[config.mk]
export PLATFORM = sky130hd
export DESIGN_NAME = sha256_hex_digest_core
export DESIGN_NICKNAME = d
export VERILOG_FILES = /design/src/rtl/core/s256hx_pkg.sv /design/src/rtl/core/sha256_hex_digest_core.sv
export SDC_FILE = /design/constraint.sdc
export NUM_CORES = 2
export LEC_CHECK = 0
export BUFFER_PORTS_ARGS = -buffer_cell sky130_fd_sc_hd__buf_2
export CAP_MARGIN = 30
export CORE_MARGIN = 2
export CORE_UTILIZATION = 60
export DETAILED_ROUTE_END_ITERATION = 10
export PLACE_DENSITY_LB_ADDON = 0.25
export SLEW_MARGIN = 20
export SYNTH_ARGS = -nofsm -noshare
export SYNTH_HDL_FRONTEND = slang
export SYNTH_SLANG_ARGS = --single-unit
[constraint.sdc]
create_clock -name clock -period 13.9 [get_ports clock]
set_input_delay 2.085 -clock clock [delete_from_list [all_inputs] [get_ports clock]]
set_output_delay 2.085 -clock clock [all_outputs]
set_load 0.02 [all_outputs]
[src/rtl/core/s256hx_pkg.sv]
// shared constants, types and functions of the sha-256 hex digest core
package s256hx_pkg;

   localparam logic [31:0] ROUND_K [64] = '{
      32'h428a2f98, 32'h71374491, 32'hb5c0fbcf, 32'he9b5dba5,
      32'h3956c25b, 32'h59f111f1, 32'h923f82a4, 32'hab1c5ed5,
      32'hd807aa98, 32'h12835b01, 32'h243185be, 32'h550c7dc3,
      32'h72be5d74, 32'h80deb1fe, 32'h9bdc06a7, 32'hc19bf174,
      32'he49b69c1, 32'hefbe4786, 32'h0fc19dc6, 32'h240ca1cc,
      32'h2de92c6f, 32'h4a7484aa, 32'h5cb0a9dc, 32'h76f988da,
      32'h983e5152, 32'ha831c66d, 32'hb00327c8, 32'hbf597fc7,
      32'hc6e00bf3, 32'hd5a79147, 32'h06ca6351, 32'h14292967,
      32'h27b70a85, 32'h2e1b2138, 32'h4d2c6dfc, 32'h53380d13,
      32'h650a7354, 32'h766a0abb, 32'h81c2c92e, 32'h92722c85,
      32'ha2bfe8a1, 32'ha81a664b, 32'hc24b8b70, 32'hc76c51a3,
      32'hd192e819, 32'hd6990624, 32'hf40e3585, 32'h106aa070,
      32'h19a4c116, 32'h1e376c08, 32'h2748774c, 32'h34b0bcb5,
      32'h391c0cb3, 32'h4ed8aa4a, 32'h5b9cca4f, 32'h682e6ff3,
      32'h748f82ee, 32'h78a5636f, 32'h84c87814, 32'h8cc70208,
      32'h90befffa, 32'ha4506ceb, 32'hbef9a3f7, 32'hc67178f2
   };

   localparam logic [31:0] INIT_HASH [8] = '{
      32'h6a09e667, 32'hbb67ae85, 32'h3c6ef372, 32'ha54ff53a,
      32'h510e527f, 32'h9b05688c, 32'h1f83d9ab, 32'h5be0cd19
   };

   localparam logic [7:0] PAD_BYTE = 8'h80;
   localparam int COUNT_W = 61;

   typedef enum logic [5:0] {
      ST_IDLE  = 6'b000001,
      ST_LOAD  = 6'b000010,
      ST_ROUND = 6'b000100,
      ST_ADD   = 6'b001000,
      ST_PAD   = 6'b010000,
      ST_EMIT  = 6'b100000
   } state_type;

   function automatic logic [31:0] ror(input logic [31:0] x, input int n);
      ror = (x >> n) | (x << (32 - n));
   endfunction

   function automatic logic [6:0] hex_ascii(input logic [3:0] nib);
      hex_ascii = (nib < 4'd10) ? (7'h30 + {3'd0, nib}) : (7'h57 + {3'd0, nib});
   endfunction

endpackage

[src/rtl/core/sha256_hex_digest_core.sv]
// top level of the streaming sha-256 engine with hex digest output
//
// req channel: one word per byte; tdata = data_byte, tuser[0] = byte_present,
// tlast = message_end. rsp channel: tdata = hex_char, tlast = last_char.
// a byte that does not fill the block is written straight into the block
// buffer. the 64th byte of a block starts a compression: a load step, the
// rounds through one shared round unit and an add step; req_tready is low
// meanwhile. a word with tlast pads the block (up to 64 pad bytes) and
// compresses once or twice, then sends 64 digest words, one per cycle while
// rsp_tready is high. a stalled receiver holds the current digest word and
// the block stays busy until the last word is taken. on a new message the
// state is back at the initial hash value. reset clears control state and the
// count and loads the initial hash; the block buffer is not cleared.
module sha256_hex_digest_core (
   input  logic       clock,
   input  logic       reset,
   input  logic       req_tvalid,
   output logic       req_tready,
   input  logic [7:0] req_tdata,   // data_byte
   input  logic [0:0] req_tuser,   // byte_present
   input  logic       req_tlast,   // message_end
   output logic       rsp_tvalid,
   input  logic       rsp_tready,
   output logic [7:0] rsp_tdata,   // hex_char, bit 7 zero
   output logic       rsp_tlast    // last_char
);

   s256hx_pkg::state_type state_ff, state_in;
   logic [31:0] h_ff [8], h_in [8];
   logic [31:0] v_ff [8], v_in [8];
   logic [31:0] w_ff [16], w_in [16];
   logic [s256hx_pkg::COUNT_W-1:0] cnt_ff, cnt_in;
   logic [5:0]  pos_ff, pos_in;
   logic [6:0]  rnd_ff, rnd_in;
   logic        fin_ff, fin_in;
   logic        two_ff, two_in;
   // set when the block in flight is the final one of a message
   logic        emit_pending_ff, emit_pending_in;
   logic        bwe;
   logic [5:0]  baddr;
   logic [7:0]  bdata;
   logic [63:0] bits;
   logic [31:0] wr, s0, s1, t1, t2;
   logic [31:0] emit_word;
   logic [3:0]  emit_nib;

   assign bits = {cnt_ff, 3'b000};
   assign req_tready = (state_ff == s256hx_pkg::ST_IDLE);
   assign rsp_tvalid = (state_ff == s256hx_pkg::ST_EMIT);
   assign emit_word = h_ff[rnd_ff[5:3]];
   assign emit_nib = 4'(emit_word >> (5'd28 - {rnd_ff[2:0], 2'b00}));
   assign rsp_tdata = {1'b0, s256hx_pkg::hex_ascii(emit_nib)};
   assign rsp_tlast = (rnd_ff[5:0] == 6'd63);

   // shared round unit
   always_comb begin
      s0 = s256hx_pkg::ror(w_ff[1], 7) ^ s256hx_pkg::ror(w_ff[1], 18) ^ (w_ff[1] >> 3);
      s1 = s256hx_pkg::ror(w_ff[14], 17) ^ s256hx_pkg::ror(w_ff[14], 19)
         ^ (w_ff[14] >> 10);
      wr = (rnd_ff < 7'd16) ? w_ff[0] : (w_ff[0] + s0 + w_ff[9] + s1);
      t1 = v_ff[7] + (s256hx_pkg::ror(v_ff[4], 6) ^ s256hx_pkg::ror(v_ff[4], 11)
         ^ s256hx_pkg::ror(v_ff[4], 25)) + ((v_ff[4] & v_ff[5]) ^ (~v_ff[4] & v_ff[6]))
         + s256hx_pkg::ROUND_K[rnd_ff[5:0]] + wr;
      t2 = (s256hx_pkg::ror(v_ff[0], 2) ^ s256hx_pkg::ror(v_ff[0], 13)
         ^ s256hx_pkg::ror(v_ff[0], 22))
         + ((v_ff[0] & v_ff[1]) ^ (v_ff[0] & v_ff[2]) ^ (v_ff[1] & v_ff[2]));
   end

   always_comb begin
      state_in = state_ff;
      cnt_in = cnt_ff;
      pos_in = pos_ff;
      rnd_in = rnd_ff;
      fin_in = fin_ff;
      two_in = two_ff;
      h_in = h_ff;
      v_in = v_ff;
      w_in = w_ff;
      bwe = 1'b0;
      baddr = pos_ff;
      bdata = req_tdata;
      case (state_ff)
         s256hx_pkg::ST_IDLE: begin
            if (req_tvalid) begin
               if (req_tuser[0]) begin
                  bwe = 1'b1;
                  baddr = cnt_ff[5:0];
                  cnt_in = cnt_ff + 1'b1;
               end
               fin_in = req_tlast;
               pos_in = cnt_in[5:0];
               if (req_tuser[0] && cnt_ff[5:0] == 6'd63) begin
                  state_in = s256hx_pkg::ST_LOAD;
               end else if (req_tlast) begin
                  state_in = s256hx_pkg::ST_PAD;
                  two_in = (cnt_in[5:0] >= 6'd56);
               end
            end
         end
         s256hx_pkg::ST_PAD: begin
            // walk pad bytes: 0x80 at fill, zeros, length at the tail
            bwe = 1'b1;
            baddr = pos_ff;
            if (pos_ff == cnt_ff[5:0] && fin_ff) begin
               bdata = s256hx_pkg::PAD_BYTE;
            end else if (pos_ff >= 6'd56 && !two_ff) begin
               bdata = 8'(bits >> ({3'd7 - pos_ff[2:0], 3'b000}));
            end else begin
               bdata = 8'h00;
            end
            fin_in = 1'b0;
            pos_in = pos_ff + 1'b1;
            if (pos_ff == 6'd63) begin
               state_in = s256hx_pkg::ST_LOAD;
            end
         end
         s256hx_pkg::ST_LOAD: begin
            v_in = h_ff;
            rnd_in = 7'd0;
            state_in = s256hx_pkg::ST_ROUND;
         end
         s256hx_pkg::ST_ROUND: begin
            for (int i = 0; i < 15; i++) begin
               w_in[i] = w_ff[i+1];
            end
            w_in[15] = wr;
            v_in[7] = v_ff[6];
            v_in[6] = v_ff[5];
            v_in[5] = v_ff[4];
            v_in[4] = v_ff[3] + t1;
            v_in[3] = v_ff[2];
            v_in[2] = v_ff[1];
            v_in[1] = v_ff[0];
            v_in[0] = t1 + t2;
            rnd_in = rnd_ff + 1'b1;
            if (rnd_ff == 7'd63) begin
               state_in = s256hx_pkg::ST_ADD;
            end
         end
         s256hx_pkg::ST_ADD: begin
            for (int i = 0; i < 8; i++) begin
               h_in[i] = h_ff[i] + v_ff[i];
            end
            rnd_in = 7'd0;
            if (two_ff) begin
               two_in = 1'b0;
               pos_in = 6'd0;
               state_in = s256hx_pkg::ST_PAD;
            end else if (fin_ff) begin
               two_in = (cnt_ff[5:0] >= 6'd56);
               pos_in = cnt_ff[5:0];
               state_in = s256hx_pkg::ST_PAD;
            end else begin
               state_in = emit_pending_ff ? s256hx_pkg::ST_EMIT : s256hx_pkg::ST_IDLE;
            end
         end
         s256hx_pkg::ST_EMIT: begin
            if (rsp_tready) begin
               rnd_in = rnd_ff + 1'b1;
               if (rnd_ff[5:0] == 6'd63) begin
                  h_in = s256hx_pkg::INIT_HASH;
                  cnt_in = '0;
                  state_in = s256hx_pkg::ST_IDLE;
               end
            end
         end
         default: state_in = s256hx_pkg::ST_IDLE;
      endcase
      // block bytes land big-endian in the message words
      if (bwe) begin
         w_in[baddr[5:2]][{~baddr[1:0], 3'b000} +: 8] = bdata;
      end
   end

   always_comb begin
      emit_pending_in = emit_pending_ff;
      if (state_ff == s256hx_pkg::ST_PAD && pos_ff == 6'd63) begin
         emit_pending_in = !two_ff;
      end else if (state_ff == s256hx_pkg::ST_IDLE) begin
         emit_pending_in = 1'b0;
      end
   end

   always_ff @(posedge clock) begin
      if (reset) begin
         state_ff <= s256hx_pkg::ST_IDLE;
         cnt_ff <= '0;
         pos_ff <= '0;
         rnd_ff <= '0;
         fin_ff <= 1'b0;
         two_ff <= 1'b0;
         emit_pending_ff <= 1'b0;
         h_ff <= s256hx_pkg::INIT_HASH;
      end else begin
         state_ff <= state_in;
         cnt_ff <= cnt_in;
         pos_ff <= pos_in;
         rnd_ff <= rnd_in;
         fin_ff <= fin_in;
         two_ff <= two_in;
         emit_pending_ff <= emit_pending_in;
         h_ff <= h_in;
      end
   end

   always_ff @(posedge clock) begin
      v_ff <= v_in;
      w_ff <= w_in;
   end

endmodule

==> flow_summary.json <==
{
  "grt_max_degree": 182,
  "synth-async-reset-ratio_pct": 0,
  "avgSynthCellArea_um2": 8.34,
  "fin_skew_ns": 0.0646,
  "crit_top_cell": "fa_1",
  "drc": 0,
  "fin_crit_ns": 11.59,
  "syn_inst": 9091,
  "hp-start": "w_ff[29]",
  "fin_util_pct": 65.0,
  "insertion_delay_ns": 0.79,
  "drt_iter0_drc": 9286,
  "post-dp-hpwl_um": 195000,
  "rows": 130,
  "tightest_slew_ns": 1.10,
  "vdd_drop_max_v": 0.000351,
  "reg2reg_depth": 42,
  "yosysWarnings": 0,
  "cts_setup_buffers": 0,
  "grtUsageTotal_pct": 39.7,
  "cts_buffer_depth": 3,
  "root_buffer": "clkbuf_16",
  "n_fill_cell": 10597,
  "cts-htree-levels": 3,
  "drt_wl_total_um": 266000,
  "cts_made_buffers": 120,
  "wl_per_cell_um": 25.2,
  "endpoint_kind": "flop",
  "pin_count": 25,
  "finalWeightedCongestion": 1.02,
  "slew_viol_final": 0,
  "first_pass_iters": 7,
  "crit_start": "w_ff[456]",
  "pre_cts_ws_ns": 2.58,
  "cp_slowest_cell": "a31oi_1",
  "cap_violations": 0,
  "critPathMaxFanout": 5,
  "hold_end": "w_ff[61]",
  "cts_hold_buf": 0,
  "r2r_start": "w_ff[456]",
  "cts_resized": 0,
  "cts_tree": "built",
  "cp-start-kind": "flop",
  "synth_top_area_share_pct": 22.5,
  "required_ns": 14.39,
  "synth_cell_types": 102,
  "syn_area_mm2": 0.0759,
  "netlist_top_cells_count": "1697 x nand2_1, 851 x dfxtp_1, 646 x nor2_1",
  "vias_per_cell": 6.41,
  "critPathArrivalTime_ns": 12.09,
  "cts.sinks": 1107,
  "r2r_end": "v_ff[254]",
  "post-synth-top-area-cell": "dfxtp_1",
  "hold_viol_final": 0,
  "p_per_area_mw_per_mm2": 193,
  "synthFlopType": "dfxtp_1",
  "die_y_um": 360,
  "initial_utilization_pct": 60.4,
  "min_path_cells": 2,
  "holdCritPathClass": "reg2reg",
  "drtAntennaViolNets": 0,
  "rsz0062_at_grt": "false",
  "setup_ws_ns": 2.31,
  "core_area_mm2": 0.126,
  "synth.most_common_cell": "nand2_1",
  "vias": 67910,
  "final_layout_size_suffix_gt1_share_pct": 6.63,
  "setup_viol": 0,
  "synth_area_leaders": "dfxtp_1 22%, edfxtp_1 10%, nand2_1 8.4%",
  "slew_headroom_pct": 26.9,
  "grt_pass1_vias": 62047,
  "status": "completed",
  "grt_pass1_wl_um": 393000,
  "r2r_setup_slack_ns": 2.31,
  "fmax_mhz": 86.3,
  "whs_ns": 0.464,
  "cpPeakStageDelay_ns": 0.77,
  "ys_seq_area_share_pct": 32.6,
  "layout.nets": 9443,
  "p_leak_nw": 33.0,
  "fin_crit_sh_pct": 83.4,
  "synth_edf_count": 256,
  "die_area_mm2": 0.129,
  "worstSetupPathType": "reg2reg",
  "die_x_um": 360,
  "syn_nets": 9709,
  "areaGrowthSynthToFinish_pct": 7.52,
  "fin_tns_setup_ns": 0,
  "overflow": 0,
  "port_buffers": 22,
  "path_clk_slew_ns": 0.06,
  "ys_ff_latch": 1107,
  "antenna_found_initial": 6
}
-- cells in the final DEF (no fill, tap or decap), drive strengths merged, types with 71 or more instances in the layout --
master  instances
o22ai          84
nor3          106
nand3         101
dfxtp         851
buf           176
a22oi          78
ha            408
clkbuf        172
a31oi         171
o21a           71
o21ai         816
nor2          649
edfxtp        256
mux4           99
nand2        1698
a21o          206
fa            196
mux2i         393
xor2          243
xnor2         358
inv           508
a21oi         419
-- sequential cells by signal, summed over array words and instances (netlist names) --
signal	cells
cnt_ff	61
emit_pending_ff	1
fin_ff	1
h_ff	256
pos_ff	6
rnd_ff	7
state_ff	6
two_ff	1
v_ff	256
w_ff	512
-- kinds of logic after synthesis --
family	after synthesis	share of synthesized area (%)
fa+ha+maj	609	12.0
xor+xnor	601	6.94
compound gates	2244	18.1
flops	1107	32.6
other cells	2	0.00990
mux	530	8.69
buf+inv	1072	5.42
simple gates	2926	16.3
-- per-layer routing --
layer,share of wire [%],global-route usage [%],vias up,wire length (um)
li1,-,-,30986,-
met1,43,58.0,32714,114000
met2,41,55.9,3635,108000
met3,13,11.2,567,33400
met4,3.7,13.5,8,9970
met5,0.027,0,-,73
-- power breakdown --
part	switching [mW]	total (mW)	internal (mW)
combinational	5.43	8.82	3.39
clock	1.46	3.44	1.98
sequential	0.108	3.45	3.34
total	7.00	15.7	8.72
-- worst max-delay path: cells and delay by family, from the launching register on --
| kind | cells | cell delay, ns |
|---|---|---|
| adders and majority gates | 10 | 4.19 |
| xor gates and xnor gates | 4 | 0.84 |
| buffers and inverters | 6 | 0.35 |
| DFF | 1 | 0.48 |
| AOI/OAI and AO/OA | 17 | 4.58 |
| and+or+nand+nor | 5 | 0.83 |
-- worst max path at each step --
stage	cells past startpoint	end
final	42	v_ff[254]
after global routing	44	v_ff[255]
after CTS	44	v_ff[255]
after detailed placement	44	v_ff[255]
after global placement	44	v_ff[255]
after floorplan	48	v_ff[255]
-- area by class of cell --
| cell class | count | area, um^2 | share of cell area (%) |
|---|---|---|---|
| Antenna cell | 10 | 25.0 | 0.0307 |
| Clock buffer | 170 | 3500 | 4.30 |
| Clock inverter | 54 | 711 | 0.871 |
| Inverter | 506 | 1900 | 2.33 |
| Multi-Input combinational cell | 6912 | 47100 | 57.8 |
| Sequential cell | 1107 | 24700 | 30.3 |
| Tap cell | 1650 | 2060 | 2.53 |
| Timing Repair Buffer | 178 | 1490 | 1.83 |
-- per-stage QoR --
| stage | area [um^2] | total power, mW | std cells |
|---|---|---|---|
| 5_1_grt | 81500 | 16.6 | 10577 |
| 3_3_place_gp | 76800 | 11.9 | 10295 |
| 4_1_cts | 81200 | 15.5 | 10538 |
| 6_report | 81600 | 15.7 | 10587 |
| 2_1_floorplan | 75900 | 9.70 | 9091 |
| 3_5_place_dp | 77000 | 12.0 | 10314 |
Power figures use the tool's default switching activity.
